**src/sv/bms_pkg.sv**
```systemverilog
// ----------------------------------------------------------------------------
// bms_pkg
// Types and constants shared by the button mode sequencer and sensor override.
// ----------------------------------------------------------------------------
package bms_pkg;

    localparam int NUM_SCENARIOS = 5;
    localparam int SCN_W         = 3;
    localparam int HOLD_W        = 16;
    localparam int FAULT_W       = 3;
    localparam int LEAF_W        = 16;
    localparam int MOIST_W       = 16;
    localparam int ILLUM_W       = 31;
    localparam int CFG_IDX_W     = 2;
    localparam int CFG_DATA_W    = 16;
    localparam int IN_DATA_W     = 72;
    localparam int OUT_DATA_W    = 72;

    // scenario codes
    localparam logic [SCN_W-1:0] SCN_OFF    = 3'd0;
    localparam logic [SCN_W-1:0] SCN_CLAMP  = 3'd1;
    localparam logic [SCN_W-1:0] SCN_BOOST  = 3'd2;
    localparam logic [SCN_W-1:0] SCN_DRY    = 3'd3;
    localparam logic [SCN_W-1:0] SCN_EMPTY  = 3'd4;
    localparam logic [SCN_W-1:0] SCN_FAULT  = 3'd5;
    localparam logic [SCN_W-1:0] SCN_LAST   = SCN_W'(NUM_SCENARIOS);

    // configuration register indexes
    localparam logic [CFG_IDX_W-1:0] CFG_HOLD_THRESHOLD = 2'd0;
    localparam logic [CFG_IDX_W-1:0] CFG_FAULT_CODE     = 2'd1;

    localparam logic [HOLD_W-1:0]  HOLD_THRESHOLD_RST = 16'd300;
    localparam logic [HOLD_W-1:0]  HOLD_MAX           = '1;
    localparam logic [LEAF_W-1:0]  LEAF_BOOST         = 16'd200;
    localparam logic signed [MOIST_W:0] MOIST_DROP    = 17'sd350;
    localparam logic signed [MOIST_W:0] MOIST_MAX     = 17'sd1000;
    localparam logic [ILLUM_W-1:0] ILLUM_MAX          = '1;

    typedef struct packed {
        logic             active;
        logic [SCN_W-1:0] scenario;
    } bms_mode_t;

    typedef struct packed {
        logic                      pressed;
        logic signed [LEAF_W-1:0]  leaf_temp;
        logic signed [MOIST_W-1:0] soil_moisture;
        logic [ILLUM_W-1:0]        illuminance;
        logic                      tank_liquid;
        logic [FAULT_W-1:0]        soil_health;
    } bms_sample_t;

endpackage

```
**src/sv/bms_switch.sv**
```systemverilog
// ----------------------------------------------------------------------------
// bms_switch
// Hold counter and press classifier; owns the override mode and scenario.
// ----------------------------------------------------------------------------
module bms_switch (
    input  logic                       aclk,
    input  logic                       aresetn,
    input  logic                       tick_en,
    input  logic                       pressed,
    input  logic [bms_pkg::HOLD_W-1:0] hold_threshold,
    output bms_pkg::bms_mode_t         mode_now,
    output bms_pkg::bms_mode_t         mode_next
);
    import bms_pkg::*;

    logic [HOLD_W-1:0] hold_count_reg, hold_count_next;
    logic              long_done_reg, long_done_next;
    bms_mode_t         mode_reg;
    logic [HOLD_W-1:0] hold_inc;

    assign hold_inc = (hold_count_reg == HOLD_MAX) ? hold_count_reg : hold_count_reg + 1'b1;

    always_comb begin
        hold_count_next = hold_count_reg;
        long_done_next  = long_done_reg;
        mode_next       = mode_reg;
        if (tick_en) begin
            if (pressed) begin
                hold_count_next = hold_inc;
                // toggle once per press
                if (hold_inc >= hold_threshold && !long_done_reg) begin
                    long_done_next = 1'b1;
                    if (mode_reg.active) begin
                        mode_next.active   = 1'b0;
                        mode_next.scenario = SCN_OFF;
                    end else begin
                        mode_next.active   = 1'b1;
                        mode_next.scenario = SCN_CLAMP;
                    end
                end
            end else begin
                // short press seen on release: advance and wrap
                if (!long_done_reg && hold_count_reg != '0 && mode_reg.active) begin
                    if (mode_reg.scenario >= SCN_LAST) begin
                        mode_next.scenario = SCN_CLAMP;
                    end else begin
                        mode_next.scenario = mode_reg.scenario + 1'b1;
                    end
                end
                hold_count_next = '0;
                long_done_next  = 1'b0;
            end
        end
    end

    always_ff @(posedge aclk) begin
        if (!aresetn) begin
            hold_count_reg <= '0;
            long_done_reg  <= 1'b0;
            mode_reg       <= '{active: 1'b0, scenario: SCN_OFF};
        end else begin
            hold_count_reg <= hold_count_next;
            long_done_reg  <= long_done_next;
            mode_reg       <= mode_next;
        end
    end

    assign mode_now = mode_reg;

endmodule

```
**src/sv/bms_override.sv**
```systemverilog
// ----------------------------------------------------------------------------
// bms_override
// Rewrites one sensor sample according to the current scenario.
// ----------------------------------------------------------------------------
module bms_override (
    input  logic                        is_sample,
    input  bms_pkg::bms_mode_t          mode,
    input  logic [bms_pkg::FAULT_W-1:0] fault_code,
    input  bms_pkg::bms_sample_t        sample_in,
    output bms_pkg::bms_sample_t        sample_out
);
    import bms_pkg::*;

    logic signed [MOIST_W:0] moist_wide;
    logic signed [MOIST_W:0] moist_drop;
    logic [ILLUM_W-1:0]      illum_dbl;

    assign moist_wide = {sample_in.soil_moisture[MOIST_W-1], sample_in.soil_moisture};
    assign moist_drop = (mode.scenario == SCN_DRY || mode.scenario == SCN_EMPTY)
                        ? moist_wide - MOIST_DROP : moist_wide;
    assign illum_dbl  = sample_in.illuminance[ILLUM_W-1] ? ILLUM_MAX
                        : {sample_in.illuminance[ILLUM_W-2:0], 1'b0};

    always_comb begin
        sample_out         = sample_in;
        sample_out.pressed = 1'b0;
        if (!is_sample) begin
            sample_out = '0;
        end else if (mode.active) begin
            if (mode.scenario == SCN_BOOST) begin
                sample_out.leaf_temp   = sample_in.leaf_temp + $signed(LEAF_BOOST);
                sample_out.illuminance = illum_dbl;
            end
            // clamp moisture to 0..1000
            if (moist_drop < 0) begin
                sample_out.soil_moisture = '0;
            end else if (moist_drop > MOIST_MAX) begin
                sample_out.soil_moisture = MOIST_MAX[MOIST_W-1:0];
            end else begin
                sample_out.soil_moisture = moist_drop[MOIST_W-1:0];
            end
            if (mode.scenario == SCN_EMPTY) begin
                sample_out.tank_liquid = 1'b0;
            end
            if (mode.scenario == SCN_FAULT) begin
                sample_out.soil_health = fault_code;
            end
        end
    end

endmodule

```
**src/sv/button_mode_sequencer_sensor_override.sv**
```systemverilog
// ----------------------------------------------------------------------------
// button_mode_sequencer_sensor_override
// Switch tick press classifier with scenario-driven sensor sample override.
// ----------------------------------------------------------------------------
// Path: an accepted word goes through the input register, then the result register
// (the press logic and override sit between them); a stalled result holds it back.
// Throughput: one word per cycle while m_axis_tready stays high; the input register
// can take one new word while the previous result waits.
// Reset: synchronous, active low; clears the mode, scenario, hold counter,
// valid flags, and restores hold_threshold to 300 and the fault code to 0.
module button_mode_sequencer_sensor_override (
    input  logic                             aclk,
    input  logic                             aresetn,
    input  logic                             s_axis_tvalid,
    output logic                             s_axis_tready,
    // switch_pressed[0], leaf_temp_in[16:1], soil_moisture_in[32:17],
    // illuminance_in[63:33], tank_liquid_in[64], soil_health_in[67:65], zero fill
    input  logic [bms_pkg::IN_DATA_W-1:0]    s_axis_tdata,
    // mode[0]
    input  logic                             s_axis_tuser,
    output logic                             m_axis_tvalid,
    input  logic                             m_axis_tready,
    // override_active[0], scenario_now[3:1], leaf_temp_out[19:4],
    // soil_moisture_out[35:20], illuminance_out[66:36], tank_liquid_out[67],
    // soil_health_out[70:68], zero fill
    output logic [bms_pkg::OUT_DATA_W-1:0]   m_axis_tdata,
    input  logic                             cfg_valid,
    output logic                             cfg_ready,
    input  logic [bms_pkg::CFG_IDX_W-1:0]    cfg_index,
    input  logic [bms_pkg::CFG_DATA_W-1:0]   cfg_data
);
    import bms_pkg::*;

    logic [HOLD_W-1:0]  hold_threshold_reg;
    logic [FAULT_W-1:0] fault_code_reg;

    logic        in_valid_reg;
    logic        in_mode_reg;
    bms_sample_t in_sample_reg;
    logic        out_valid_reg;
    logic [OUT_DATA_W-1:0] out_data_reg, out_data_next;

    logic        advance;
    bms_mode_t   mode_now, mode_next;
    bms_sample_t sample_out;

    assign cfg_ready = 1'b1;

    always_ff @(posedge aclk) begin
        if (!aresetn) begin
            hold_threshold_reg <= HOLD_THRESHOLD_RST;
            fault_code_reg     <= '0;
        end else if (cfg_valid) begin
            case (cfg_index)
                CFG_HOLD_THRESHOLD: hold_threshold_reg <= cfg_data[HOLD_W-1:0];
                CFG_FAULT_CODE:     fault_code_reg     <= cfg_data[FAULT_W-1:0];
                default: ;
            endcase
        end
    end

    // move the held word on when the result register is free or being drained
    assign advance       = in_valid_reg && (!out_valid_reg || m_axis_tready);
    assign s_axis_tready = !in_valid_reg || advance;

    always_ff @(posedge aclk) begin
        if (!aresetn) begin
            in_valid_reg <= 1'b0;
        end else if (s_axis_tready) begin
            in_valid_reg <= s_axis_tvalid;
        end
    end

    always_ff @(posedge aclk) begin
        if (s_axis_tready && s_axis_tvalid) begin
            in_mode_reg   <= s_axis_tuser;
            in_sample_reg <= '{pressed:       s_axis_tdata[0],
                               leaf_temp:     s_axis_tdata[16:1],
                               soil_moisture: s_axis_tdata[32:17],
                               illuminance:   s_axis_tdata[63:33],
                               tank_liquid:   s_axis_tdata[64],
                               soil_health:   s_axis_tdata[67:65]};
        end
    end

    bms_switch u_switch (
        .aclk           (aclk),
        .aresetn        (aresetn),
        .tick_en        (advance && !in_mode_reg),
        .pressed        (in_sample_reg.pressed),
        .hold_threshold (hold_threshold_reg),
        .mode_now       (mode_now),
        .mode_next      (mode_next)
    );

    bms_override u_override (
        .is_sample  (in_mode_reg),
        .mode       (mode_now),
        .fault_code (fault_code_reg),
        .sample_in  (in_sample_reg),
        .sample_out (sample_out)
    );

    assign out_data_next = {1'b0,
                            sample_out.soil_health,
                            sample_out.tank_liquid,
                            sample_out.illuminance,
                            sample_out.soil_moisture,
                            sample_out.leaf_temp,
                            mode_next.scenario,
                            mode_next.active};

    always_ff @(posedge aclk) begin
        if (!aresetn) begin
            out_valid_reg <= 1'b0;
        end else if (advance) begin
            out_valid_reg <= 1'b1;
        end else if (m_axis_tready) begin
            out_valid_reg <= 1'b0;
        end
    end

    always_ff @(posedge aclk) begin
        if (advance) begin
            out_data_reg <= out_data_next;
        end
    end

    assign m_axis_tvalid = out_valid_reg;
    assign m_axis_tdata  = out_data_reg;

endmodule

```
**config.mk**
```make
export PLATFORM = sky130hd
export DESIGN_NAME = button_mode_sequencer_sensor_override
export DESIGN_NICKNAME = d
export VERILOG_FILES = /design/src/sv/bms_pkg.sv /design/src/sv/bms_switch.sv /design/src/sv/bms_override.sv /design/src/sv/button_mode_sequencer_sensor_override.sv
export SDC_FILE = /design/constraint.sdc
export NUM_CORES = 1
export LEC_CHECK = 0
export BUFFER_PORTS_ARGS = -buffer_cell sky130_fd_sc_hd__clkbuf_2
export CORE_MARGIN = 10
export CORE_UTILIZATION = 40
export DETAILED_ROUTE_END_ITERATION = 12
export GPL_TIMING_DRIVEN = 0
export SLEW_MARGIN = 15
export SYNTH_ARGS = -nofsm -noshare
export SYNTH_HDL_FRONTEND = slang
export SYNTH_SLANG_ARGS = --single-unit
```
**constraint.sdc**
```tcl
create_clock -name aclk -period 5.68 [get_ports aclk]
set_clock_uncertainty 0.1 [all_clocks]
set_input_delay 0.568 -clock aclk [delete_from_list [all_inputs] [get_ports aclk]]
set_output_delay 0.568 -clock aclk [all_outputs]
set_load 0.01 [all_outputs]
```
# Yosys cells after proc, flatten, opt, wreduce, memory -nomap -nowiden
# Cells that the tools add are included.
# totals
output_inout_bits	75
ram_bits	0
n_memories	0
latchBits	0
mem_bits_ro	0
regBits	182
word_cells	73
# op_classes
n_div	0
mux	22
shifts	0
bitwise	0
multipliers	0
reduce_logical	19
n_eq_ne	7
addsub	4
order_cmp	4
# ops
op	n
$mux 16	5
$mux 67	1
$mux 31	2
$gt 17x11->1 const B	1
$lt 17x1->1 const B	1
$mux 17	1
$sub 16x10->17 const B	1
$add 16x1->16 const B	1
$add 16x9->16 const B	1
$eq 16x16->1 const B	1
$ge 16x16->1	1
$reduce_bool 16->1	1
$mux 3	4
$mux 4	3
$eq 3x2->1 const B	2
$eq 3x3->1 const B	2
$logic_and 1x1->1	6
$mux 1	6
$reduce_and 2->1	3
$logic_not 1->1	4
$add 3x1->3 const B	1
$ge 3x3->1 const B	1
$logic_or 1x1->1	3
$eq 2x1->1 const B	1
other kinds (3)	3

# Longest topological paths before layout
# logic_depth
depth_word	7
depth_mapped	16
ltp_nobuf	14

# By module
# From an unflattened synthesis, not the netlist that was laid out.
# unflattened
hier_cells	809
area_unflattened_um2	9014.9
# modules_own_cells
mod	seq_area_each_um2	n_inst	area_per_inst_um2	cells_per_inst
button_mode_sequencer_sensor_override	4624.4	1	5117.4	236
bms_switch	420.4	1	1959.4	260
bms_override	0.0	1	1938.1	313

# Least setup slack after synthesis
# Ideal clock, no wire load.
# synth_timing
path_type	input to register
start	input port m_axis_tready
end	register u_switch.mode_reg, in the netlist u_switch.mode_now[0]
arrival_time_ps	4979
path_slack_ps	527
path_buffers	0
path_stages	6
setup_ps	74
cell_sequence	nor2b_1 nor2b_1 nor2b_1 nand2_1 or4_1 a31oi_1
# synth_between
elab_chain_cells	4
# synth_lines
item	line	text
from (decl)	button_mode_sequencer_sensor_override.sv:22	input logic m_axis_tready,
$logic_or 1x1->1	button_mode_sequencer_sensor_override.sv:63	assign advance = in_valid_reg && (!out_valid_reg || m_axis_tready);
$logic_and 1x1->1	button_mode_sequencer_sensor_override.sv:63	
named net advance	button_mode_sequencer_sensor_override.sv:43	logic advance;
$logic_and 1x1->1	button_mode_sequencer_sensor_override.sv:89	.tick_en (advance && !in_mode_reg),
$mux 4	bms_switch.sv:27	if (tick_en) begin
to (signal assigned)	bms_switch.sv:60	mode_reg <= '{active: 1'b0, scenario: SCN_OFF};
to (signal assigned)	bms_switch.sv:64	mode_reg <= mode_next;
to (decl)	bms_switch.sv:18	bms_mode_t mode_reg;
# The timed path passes the listed nets, and every way through them passes these cells.
# A chain may end at the register's enable or synchronous reset.

==> reports/qor.csv <==
metric;value;unit
Post-DP HPWL;15700;um
Avg WL per Cell;17.2;um
WHS;0.195;ns
global-route wire length before repair;34200;um
number of clock sinks;182;
Setup crit end kind;flip-flop;
GPL Wtd Cong;0.822;
Storage cell area;5040;um^2
Root Driver;clkbuf_16;
RSZ-0062 raised after global routing;false;
Final Critical Period;4.36;ns
syn nets;898;
yosys warns;0;
maxcap violations;0;
ys flop type;edfxtp_1;
Synth Cell Area;8610;um^2
Synth cell types;65;
fin worst setup slack;1.32;ns
initial drt markers;360;
final max-slew violation count;0;
# resized after CTS;0;
synth top area cells;edfxtp_1, dfxtp_1, ha_1;
Die W;167;um
PortBufs;163;
register bit total from synthesis;182;
CTS Buf Count;17;
outcome;completed;
ant diodes;0;
TritonRoute pass-1 iters;5;
setup bufs post-CTS;0;
top-count cell post-synth;edfxtp_1;
number of global-route vias before repair;6325;
maximum vdd drop;0.202;mV
GRT Total Usage;15.2;%
via/cell ratio;5.14;
share of the synthesized area in the top cell type;48.8;%
type of origin of the critical path;flip-flop;
# nets final;1083;
Post-synth EDFFs;140;
worst-path maximum fanout;8;
Post-synth ARST share;0;%
slew of the pin with the lowest slew margin;0.723;ns
f_max;230;MHz
Slew headroom;50.6;%
Pleak;4.08;nW
Synth area leader;edfxtp_1;
fillers;1939;
largest net degree at the start of global routing;56;
antenna violations before repair;3;
FP Rows;53;
worst skew pair latency;0.44;ns
Setup CP Type;flip-flop to flip-flop;
grt ovf;0;
# DRC;0;
CTS tree;built;
syn_area_per_cell;11.1;um^2
max FFs per register;71;
io pins;171;
Finish-stage setup viols;0;
Hold-fix buffers, CTS;0;
dpl ws;1.32;ns
layout cells sized above 1;24.1;%
DR vias;6433;
Routed Antenna Nets;0;
Die Y;167;um
Synth Instances;778;
Clock Pin Slew Worst Setup and Hold Paths;0.09;ns
Area Overhead vs Synth;22.0;%
Initial Util;40.8;%
Core Area;21100;um^2
Post-Route WL;21600;um
area of the multi-input gates;3250;um^2
worst hold path type;primary input to flip-flop;
Seq/Total Area, Yosys;58.6;%
required time of the critical path;5.75;ns
Die Area;27800;um^2
final period utilization;76.7;%
Fin. Hold Viols;0;
Pwr per Cell Area;287;nW/um^2
synth cell count leaders;edfxtp_1, nand2_1, nor2_1;
CP arrival;4.43;ns
H-tree depth;4;
Max Root-Sink Buffers;2;
-- path summary, 6_finish.rpt --
| check | endpoint | from | depth (start not counted) | slack (ns) |
|---|---|---|---|---|
| worst max register to register | m_axis_tdata[1] | u_switch.hold_count_reg[3] | 16 | 1.32 |
| worst max-delay path | m_axis_tdata[1] | u_switch.hold_count_reg[3] | 16 | 1.32 |
| worst min-delay path | in_sample_reg[25] | s_axis_tdata[54] | 1 | 0.19 |
| worst min register to register | hold_threshold_reg[9] | hold_threshold_reg[9] | 2 | 0.36 |
-- layout by cell type (no fill, tap or decap), types with 11 or more instances in the layout --
| cell type | count |
|---|---|
| nand3_1 | 20 |
| clkbuf_1 | 37 |
| dfxtp_1 | 42 |
| xor2_1 | 13 |
| nor3_1 | 42 |
| inv_1 | 27 |
| xnor2_1 | 15 |
| a21oi_1 | 46 |
| o211ai_1 | 11 |
| nor2_1 | 71 |
| o21ai_0 | 17 |
| and2_1 | 22 |
| edfxtp_1 | 140 |
| ha_1 | 24 |
| clkbuf_16 | 18 |
| clkbuf_2 | 163 |
| nor3b_1 | 31 |
| nand2_1 | 72 |
-- power breakdown --
group | total, W | switching, W | internal, W
Sequential | 0.00153 | 0.0000301 | 0.00150
Combinational | 0.000214 | 0.000127 | 0.0000875
Clock | 0.00127 | 0.000627 | 0.000642
Total | 0.00301 | 0.000784 | 0.00223
-- cell families after synthesis --
| group | count (synthesis) | share of synthesized area [%] |
|---|---|---|
| AND/OR/NAND/NOR | 317 | 19.4 |
| flip-flops | 182 | 58.6 |
| AO/OA/AOI/OAI | 130 | 9.65 |
| buffers and inverters | 79 | 3.81 |
| XOR/XNOR | 28 | 2.85 |
| adder cells (fa/ha/maj) | 24 | 3.49 |
| multiplexers | 16 | 2.18 |
| other | 2 | 0.0872 |
-- stage by stage --
stage	std cells	total power, W	setup TNS, ns	cell area (um^2)	util [%]
final	1251	0.00301	0	10500	49.8
after global routing	1251	0.00313	0	10500	49.8
after CTS	1251	0.00304	0	10500	49.8
after detailed placement	1219	0.00178	0	9850	46.7
after global placement	1216	0.00178	-73.91	9770	46.3
after floorplan	778	0.00167	0	8610	-
-- critical path: stages (launching register included) --
cell       delay [ns]
dfxtp_1          0.31
buf_2            0.19
and4_4           0.27
nand4_4          0.14
nor4_2           0.32
or2_2            0.16
clkbuf_1         0.25
nor2_1           0.11
xor2_1           0.23
ha_1             0.29
a211o_1          0.26
a21oi_1          0.10
o21ai_0          0.09
a2111oi_0        0.65
o21a_1           0.30
or4_1            0.20
nand3_1          0.10
-- layer usage --
| metal | vias to the layer above | wire, um | track usage (%) |
|---|---|---|---|
| li1 | 3190 | - | - |
| met1 | 2997 | 10100 | 20.4 |
| met2 | 219 | 9720 | 23.2 |
| met3 | 23 | 1460 | 4.28 |
| met4 | 4 | 272 | 4.89 |
| met5 | - | 25 | 0 |
-- final cells by class --
| class | count | share of cell area, % |
|---|---|---|
| clock buffers | 18 | 4.29 |
| flip-flops and latches | 182 | 48.0 |
| clock inverters | 14 | 1.99 |
| plain buffers | 51 | 2.12 |
| multi-input cells | 517 | 30.9 |
| well taps | 275 | 3.27 |
| inverters | 28 | 1.00 |
| repair buffers | 166 | 8.41 |
No activity file was read; power rests on OpenSTA's default activity.
